===== src/hw/rtl/ffba_pkg.sv =====
// ----------------------------------------------------------------------------
// ffba_pkg
// Types and constants of the first-fit block allocator.
// ----------------------------------------------------------------------------
package ffba_pkg;

  // Operation codes
  localparam logic FUNC_ALLOC = 1'b0;
  localparam logic FUNC_FREE  = 1'b1;

  // Result status codes
  localparam logic [1:0] ST_OK         = 2'd0;
  localparam logic [1:0] ST_NO_SPACE   = 2'd1;
  localparam logic [1:0] ST_TABLE_FULL = 2'd2;
  localparam logic [1:0] ST_NOT_FOUND  = 2'd3;

  // Pool size after reset
  localparam logic [31:0] POOL_SIZE_RESET = 32'd65536;

  // Command beat
  typedef struct packed {
    logic        func;
    logic [31:0] request_bytes;
    logic [31:0] block_offset;
  } cmd_t;

  // Result beat
  typedef struct packed {
    logic [31:0] granted_offset;
    logic [1:0]  status;
  } rsp_t;

  // Verdict on one table row
  typedef struct packed {
    logic        reuse_hit;
    logic        split_hit;
    logic        match_hit;
    logic [31:0] slack;
  } eval_t;

endpackage


===== src/hw/rtl/ffba_row_eval.sv =====
// ----------------------------------------------------------------------------
// ffba_row_eval
// Shared row evaluator: checks one table row against the pending command.
// ----------------------------------------------------------------------------
module ffba_row_eval #(
  parameter int OFFSET_BITS = 32
) (
  input  logic [OFFSET_BITS-1:0] row_start,
  input  logic [31:0]            row_cap,
  input  logic [31:0]            row_used,
  input  logic                   row_freed,
  input  logic [31:0]            req,
  input  logic [31:0]            off,
  output ffba_pkg::eval_t        ev,
  output logic [OFFSET_BITS-1:0] split_start
);

  localparam int LW = (OFFSET_BITS > 32) ? OFFSET_BITS : 32;

  logic [31:0] slack;

  // Unused room at the tail of the row, never negative
  assign slack = (row_cap >= row_used) ? (row_cap - row_used) : 32'd0;

  always_comb begin
    ev.reuse_hit = row_freed && (row_cap >= req);
    ev.split_hit = (slack >= req);
    ev.match_hit = (LW'(row_start) == LW'(off));
    ev.slack     = slack;
  end

  // New row starts right after the bytes in use
  assign split_start = OFFSET_BITS'(LW'(row_start) + LW'(row_used));

endmodule


===== config.mk =====
export PLATFORM = sky130hd
export DESIGN_NAME = ffba_row_eval
export DESIGN_NICKNAME = d
export VERILOG_FILES = /design/src/hw/rtl/ffba_pkg.sv /design/src/hw/rtl/ffba_row_eval.sv
export SDC_FILE = /design/constraint.sdc
export NUM_CORES = 1
export LEC_CHECK = 0
export ABC_AREA = 1
export BUFFER_PORTS_ARGS = -buffer_cell sky130_fd_sc_hd__buf_2
export CELL_PAD_IN_SITES_DETAIL_PLACEMENT = 1
export CELL_PAD_IN_SITES_GLOBAL_PLACEMENT = 1
export CORE_ASPECT_RATIO = 1.25
export CORE_MARGIN = 2
export CORE_UTILIZATION = 31
export DETAILED_ROUTE_END_ITERATION = 8
export PLACE_DENSITY_LB_ADDON = 0.1
export SYNTH_ARGS = -nofsm -noshare
export SYNTH_HDL_FRONTEND = slang
export SYNTH_SLANG_ARGS = --single-unit

===== constraint.sdc =====
create_clock -name vclk -period 4.24
set_input_delay 0.848 -clock vclk [all_inputs]
set_output_delay 0.848 -clock vclk [all_outputs]
set_load 0.005 [all_outputs]

==> Word level (Yosys, flattened, before mapping) <==
Index checks and enable logic that the tools add are counted.
{ "totals": {"output_inout_bits": 67, "inputBits": 161, "word_cells": 8, "register_bits": 0} }
{ "op_classes": {"order_cmp": 3, "mux": 1, "n_reduce_logical": 1, "n_addsub": 2, "n_eq_ne": 1} }
{ "op_table": {"columns": ["operator", "n"], "rows": [
  ["$ge A32 B32 Y1", 3],
  ["$add A32 B32 Y32", 1],
  ["$eq A32 B32 Y1", 1],
  ["$mux W32", 1],
  ["$sub A32 B32 Y32", 1],
  ["$logic_and A1 B1 Y1", 1]
]} }

==> Longest topological paths before layout <==
Gate-level depths: netlist of the first run.
{ "depth": {"ltp_word": 3, "ltp_mapped": 24, "depth_no_buf": 23} }

==> Worst setup path before layout of the first run <==
OpenSTA, ideal clock, no wires.
{ "synth_path": {"path_kind": "input to output", "startpoint": "input row_cap[0]", "endpoint": "output ev[33] in the netlist's numbering", "required_ns": 3.392, "t_arrival_ns": 3.367, "path_slack_ns": 0.025, "path_stages": 22, "path_buffers": 1, "cell_sequence": "inv_1 -> ha_1 -> inv_1 -> fa_1 -> nand3_1 -> nand3_2 -> nand2_1 -> nand2_2 -> nand2_1 -> nand3_2 -> nand2_2 -> nand2_4 -> buf_8 -> nand2_1 -> nor2_1 -> ha_1 -> nand2_1 -> inv_1 -> nand3_1 -> nor4_1 -> nand3_1 -> nand3_1"} }
{ "synth_rtl": {"columns": ["item", "line", "source"], "rows": [
  ["start, declared", "ffba_row_eval.sv:9", "input logic [31:0] row_cap,"],
  ["end, declared", "ffba_row_eval.sv:14", "output ffba_pkg::eval_t ev,"]
]} }

==> summary.txt, run 1 <==
Yosys
  • Most frequent cells after synthesis: 420 x nand2_1, 263 x inv_1, 135 x nor2_1
  • Syn_nets: 1560
  • Synth unique cells: 34
  • Most common cell in the synthesized netlist: nand2_1
  • Sequential share of the synthesized area: 0%
  • Synth top area share: 23.52%
  • Syn Area/Cell: 5.319 sq um
  • Cells after synthesis: 1270
  • Synthesized area: 0.006755 sq mm
  • Yosys top cell by area: ha_1
  • Main area contributors after synthesis: ha_1 24%, nand2_1 23%, inv_1 15%, nor2_1 7.5%, a21oi_1 6.7%
  • Yosys Warn Count: 0

Detailed routing
  • Wire length per cell: 15.95 um
  • Post-DRT Antenna Nets: 0
  • Detailed-route via count: 9428
  • Vias per cell: 4.750
  • Drt pass-1 iters: 4
  • Initial drt markers: 234
  • Residual DRC: 0
  • Routed WL: 31650 um

STA
  • Actual slew at the worst max-slew pin: 503.4 ps
  • Pins Over Slew Limit: 0
  • Setup_tns: -399.2 ps
  • Fmax: 215.6 MHz
  • Final Critical Period: 4639 ps
  • Final Hold Viols: 0
  • Final period util: 109.4%
  • Final Setup Violations: 1
  • Rel. slew slack: 66.13%
  • Unrepaired setup endpoints after global routing: yes
  • Worst setup margin: -399.2 ps

Critical path
  • Maximum fanout along the worst path: 5
  • Setup crit end kind: output port
  • Bufs and invs on worst path: 7
  • Critical path class: input port to output port
  • Crit-path slowest cell: fa_2
  • Crit start category: input port
  • Crit-path leading delay family: simple AND/OR/NAND/NOR gates
  • Req. time, crit path: 3390 ps
  • CP peak stage delay: 340 ps
  • WP data arrival: 3790 ps

GRT
  • Vias in the first global route: 9927
  • First-pass GRT wire length: 48160 um
  • Initial antenna violation count: 0
  • Grt ovf: 0
  • GRT Util Overall: 26.39%
  • Pin count of the biggest net entering global routing: 9

Finish
  • Seq_cells: 0
  • Clock buffer count: 0
  • Area delta synth->final: 56.27%
  • Register area: 0 sq um
  • Final #Nets: 1997
  • Layout cell share with drive strength beyond 1: 34.25%
  • Fin area: 0.01056 sq mm

Floorplanning
  • Starting Density: 31.46%
  • Die area: 0.02300 sq mm
  • DIE WIDTH: 136.0 um
  • Total core area: 0.02147 sq mm
  • Chip height: 169.0 um
  • I/O pins: 228
  • Row cnt: 60

Run
  • # Max-Cap Violations: 0

Place
  • Placed cell area: 0.009684 sq mm
  • Dpl hpwl: 28050 um
  • GP Congestion: 0.9283
  • Dpl ws: -586.2 ps
  • PortBufs: 228

Outcome
  • Failing checks: setup timing
  • Status: finished with violations

Power and ir drop
  • Overall Power: 1.670 mW
  • Pwr Density: 158.2 mW/mm^2
  • Maximum VDD drop: 0.06680 mV
  • Leak: 6.266 nW

Clock network
  • # hold bufs at CTS: 0

Min path
  • HP Class: input port to output port
## metal layers
metal	global-route usage, %	routed length, um	part of all wire [%]
met1	30.63	13080	41
met2	50.58	16030	51
met3	1.827	1402	4.4
met4	8.152	1143	3.6
met5	0	0	0
## logic make-up after synthesis
group | count (synthesis) | share of synthesized area [%]
buffers and inverters | 267 | 15.32
AND/OR/NAND/NOR | 676 | 42.01
AO/OA/AOI/OAI | 139 | 10.91
XOR/XNOR | 59 | 7.650
adder cells (fa/ha/maj) | 129 | 24.12
## layout make-up
type	count	area [sq um]
Tap cell	279	349.1
Antenna cell	1	2.502
Timing Repair Buffer	434	2729
Multi-Input combinational cell	1005	6457
Fill cell	3137	10910
Inverter	265	1010
Timing Repair inverter	1	8.758
## path summary, 6_finish.rpt
| path | from | to | slack [ps] | depth (start not counted) |
|---|---|---|---|---|
| setup / recovery | row_cap[0] | ev[33] | -400 | 25 |
| hold / removal | row_freed | ev[34] | 2030 | 3 |
## worst min-delay path, cell delays in order
cell and delay, ps:
buf_2 90, a21boi_0 110, buf_2 120
## cell usage in the layout (no fill, tap or decap), drive strengths merged
master / n
o21bai: 4
o21a: 4
xor2: 20
a21boi: 2
nand4: 15
fa: 2
nor3b: 1
o21ai: 32
nor3: 9
diode: 1
o22ai: 1
a31oi: 1
nor4: 3
nand3: 62
nor2: 149
xnor2: 39
nand3b: 4
o2111ai: 1
ha: 127
or2: 1
a21oi: 90
inv: 266
and2: 5
a21o: 1
nand2: 429
buf: 434
o211ai: 3
## through the flow
stage | instances | utilization [%] | hold slack [ps]
final | 1985 | 49.17 | 2026
after global routing | 1984 | 49.16 | 2047
after CTS | 1976 | 46.55 | 2030
after detailed placement | 1968 | 45.10 | 2028
after global placement | 1968 | 45.10 | 2028
after floorplan | 1270 | - | 1805
## repair_timing
item | 4_1_cts | 5_1_grt
setup endpoints to repair | 1 | 1
buffers inserted | 5 | 8
cloned | 3 | 0
resized for setup | 51 | 97
pin swaps | 14 | 29
## power breakdown
group	total [mW]	switching [mW]	internal, mW
Clock	0.0000000315	0	0.0000000315
Sequential	0	0	0
Combinational	1.67	0.907	0.762
Total	1.67	0.907	0.762
(Power assumes the default switching activity.)
==> inputs of run 2 (changes only) <==
CORE_MARGIN = 4   (was 2)
==> summary.txt, run 2 (synthesized netlist as in run 1, its figures left out) <==
Min path
  • Hold endpoint: ev[34]
  • Hold depth: 3 (unchanged)
  • HP Class: input port to output port
  • Hold Crit Start: row_freed

GRT
  • Vias in the first global route: 10340 (+4.1%)
  • GRT Util Overall: 25.36% (-1.0 points)
  • Pin count of the biggest net entering global routing: 11 (+2)
  • Grt ovf: 0 (unchanged)
  • Initial antenna violation count: 2 (+2)
  • First-pass GRT wire length: 50530 um (+4.9%)

STA
  • Final Hold Viols: 0 (unchanged)
  • Final Critical Period: 4653 ps (+14.09 ps)
  • Worst setup margin: -413.3 ps (-14.09 ps)
  • Rel. slew slack: 66.83% (+0.70 points)
  • Pins Over Slew Limit: 0 (unchanged)
  • Setup_tns: -413.3 ps (-14.09 ps)
  • Final Setup Violations: 1 (unchanged)
  • Fmax: 214.9 MHz (-0.30%)
  • Unrepaired setup endpoints after global routing: yes
  • Final period util: 109.7% (+0.33 points)
  • Actual slew at the worst max-slew pin: 493.0 ps (-10.38 ps)

Floorplanning
  • DIE WIDTH: 140.0 um (+2.9%)
  • Die area: 0.02423 sq mm (+5.4%)
  • Chip height: 173.0 um (+2.4%)
  • Total core area: 0.02147 sq mm (unchanged)
  • Row cnt: 60 (unchanged)
  • Starting Density: 31.46% (unchanged)
  • I/O pins: 228 (unchanged)

Finish
  • Area delta synth->final: 56.38% (about the same)
  • Most frequent cells in the layout: 399 x nand2_1, 256 x inv_1, 227 x buf_2
  • Layout cell share with drive strength beyond 1: 33.78% (-0.47 points)
  • Most common cell after layout, fill and taps aside: nand2_1
  • Final #Nets: 2003 (+0.30%)
  • Register area: 0 sq um (unchanged)
  • Layout Cells excl Fill: 1991 (+0.30%)
  • Seq_cells: 0 (unchanged)
  • Clock buffer count: 0 (unchanged)

Place
  • GP Congestion: 0.9645 (+3.9%)
  • PortBufs: 228 (unchanged)
  • Dpl hpwl: 28720 um (+2.4%)
  • Cells after DPL: 1965 (-0.15%)

Critical path
  • Cell mode on critical path: nand2_1
  • WP data arrival: 3810 ps (+20 ps)
  • Bufs and invs on worst path: 7 (unchanged)
  • Crit-path leading delay family: simple AND/OR/NAND/NOR gates
  • Maximum fanout along the worst path: 3 (-2)
  • Req. time, crit path: 3390 ps (about the same)
  • Critical path class: input port to output port
  • CP peak stage delay: 370 ps (+30 ps)
  • Crit-path slowest cell: fa_2
  • Setup crit end kind: output port
  • Cell chain of the critical path: buf_8 > inv_6 > ha_4 > inv_4 > fa_2 > nand3_2 > nand3_4 > buf_4 > nand3_1 > nand3_2 > nand2_1 > nand2_1 > nand2_1 > nand2_1 > nor2_2 > ha_1 > nand4_1 > inv_1 > nand2_1 > nand3_1 > a21oi_1 > buf_4 > nand3_2 > buf_2
  • Crit start category: input port

Outcome
  • Status: finished with violations
  • Failing checks: setup timing

Power and ir drop
  • Leak: 6.306 nW (+0.64%)
  • Maximum VDD drop: 0.05824 mV (-13%)
  • Pwr Density: 160.8 mW/mm^2 (+1.7%)

Detailed routing
  • Post-DRT Antenna Nets: 0 (unchanged)
  • Wire length per cell: 16.53 um (+3.7%)
  • Vias per cell: 4.777 (+0.59%)
  • Routed WL: 32910 um (+4.0%)
  • Drt pass-1 iters: 4 (unchanged)
  • Initial drt markers: 283 (+21%)
  • Residual DRC: 0 (unchanged)
  • Detailed-route via count: 9512 (+0.89%)

Run
  • # Max-Cap Violations: 0 (unchanged)

Clock network
  • # hold bufs at CTS: 0 (unchanged)
-- run 2: what timing repair did --
item,in CTS,in global routing
resized for setup,95,51
pin swaps,27,24
gates cloned,0,2
setup buffers,16,7
endpoints found under the setup margin,1,1
-- run 2: layer usage --
metal | vias up | global-route usage [%] | part of all wire [%]
met4 | 4 | 8.966 | 4.5
met3 | 58 | 2.545 | 4.1
li1 | 4849 | - | -
met5 | - | 0 | 0.082
met2 | 249 | 48.39 | 50
met1 | 4352 | 28.82 | 41
-- run 2: through the flow --
step | worst slack (ps) | power, mW | hold WS (ps) | instance area, sq um | utilization (%)
2_1_floorplan | 24.83 | 0.7682 | 1805 | 6755 | -
3_3_place_gp | -450.3 | 1.462 | 2017 | 9649 | 44.94
3_5_place_dp | -616.1 | 1.503 | 2017 | 9649 | 44.94
4_1_cts | -275.3 | 1.618 | 2019 | 10210 | 47.57
5_1_grt | -557.3 | 1.882 | 2041 | 10560 | 49.19
6_report | -413.3 | 1.699 | 2016 | 10560 | 49.20
-- run 2: power by group --
group / total (mW) / switching (mW) / internal (mW)
combinational: 1.70 / 0.924 / 0.774
sequential: 0 / 0 / 0
clock: 0.0000000317 / 0 / 0.0000000317
-- run 2: worst max path at each step --
stage	start	cells after the start	end	slack [ps]
after global routing	row_used[18]	23	ev[33]	-560
after detailed placement	row_cap[0]	23	ev[33]	-620
final	row_cap[0]	24	ev[33]	-410
after floorplan	row_cap[0]	22	ev[33]	20
after global placement	row_cap[0]	25	ev[33]	-450
after CTS	row_cap[0]	25	ev[33]	-280
-- run 2: layout make-up --
class | count | area [sq um]
repair inverters | 1 | 8.758
fillers | 3150 | 10910
inverters | 265 | 1015
diodes | 1 | 2.502
repair buffers | 441 | 2786
multi-input cells | 1004 | 6402
well taps | 279 | 349.1
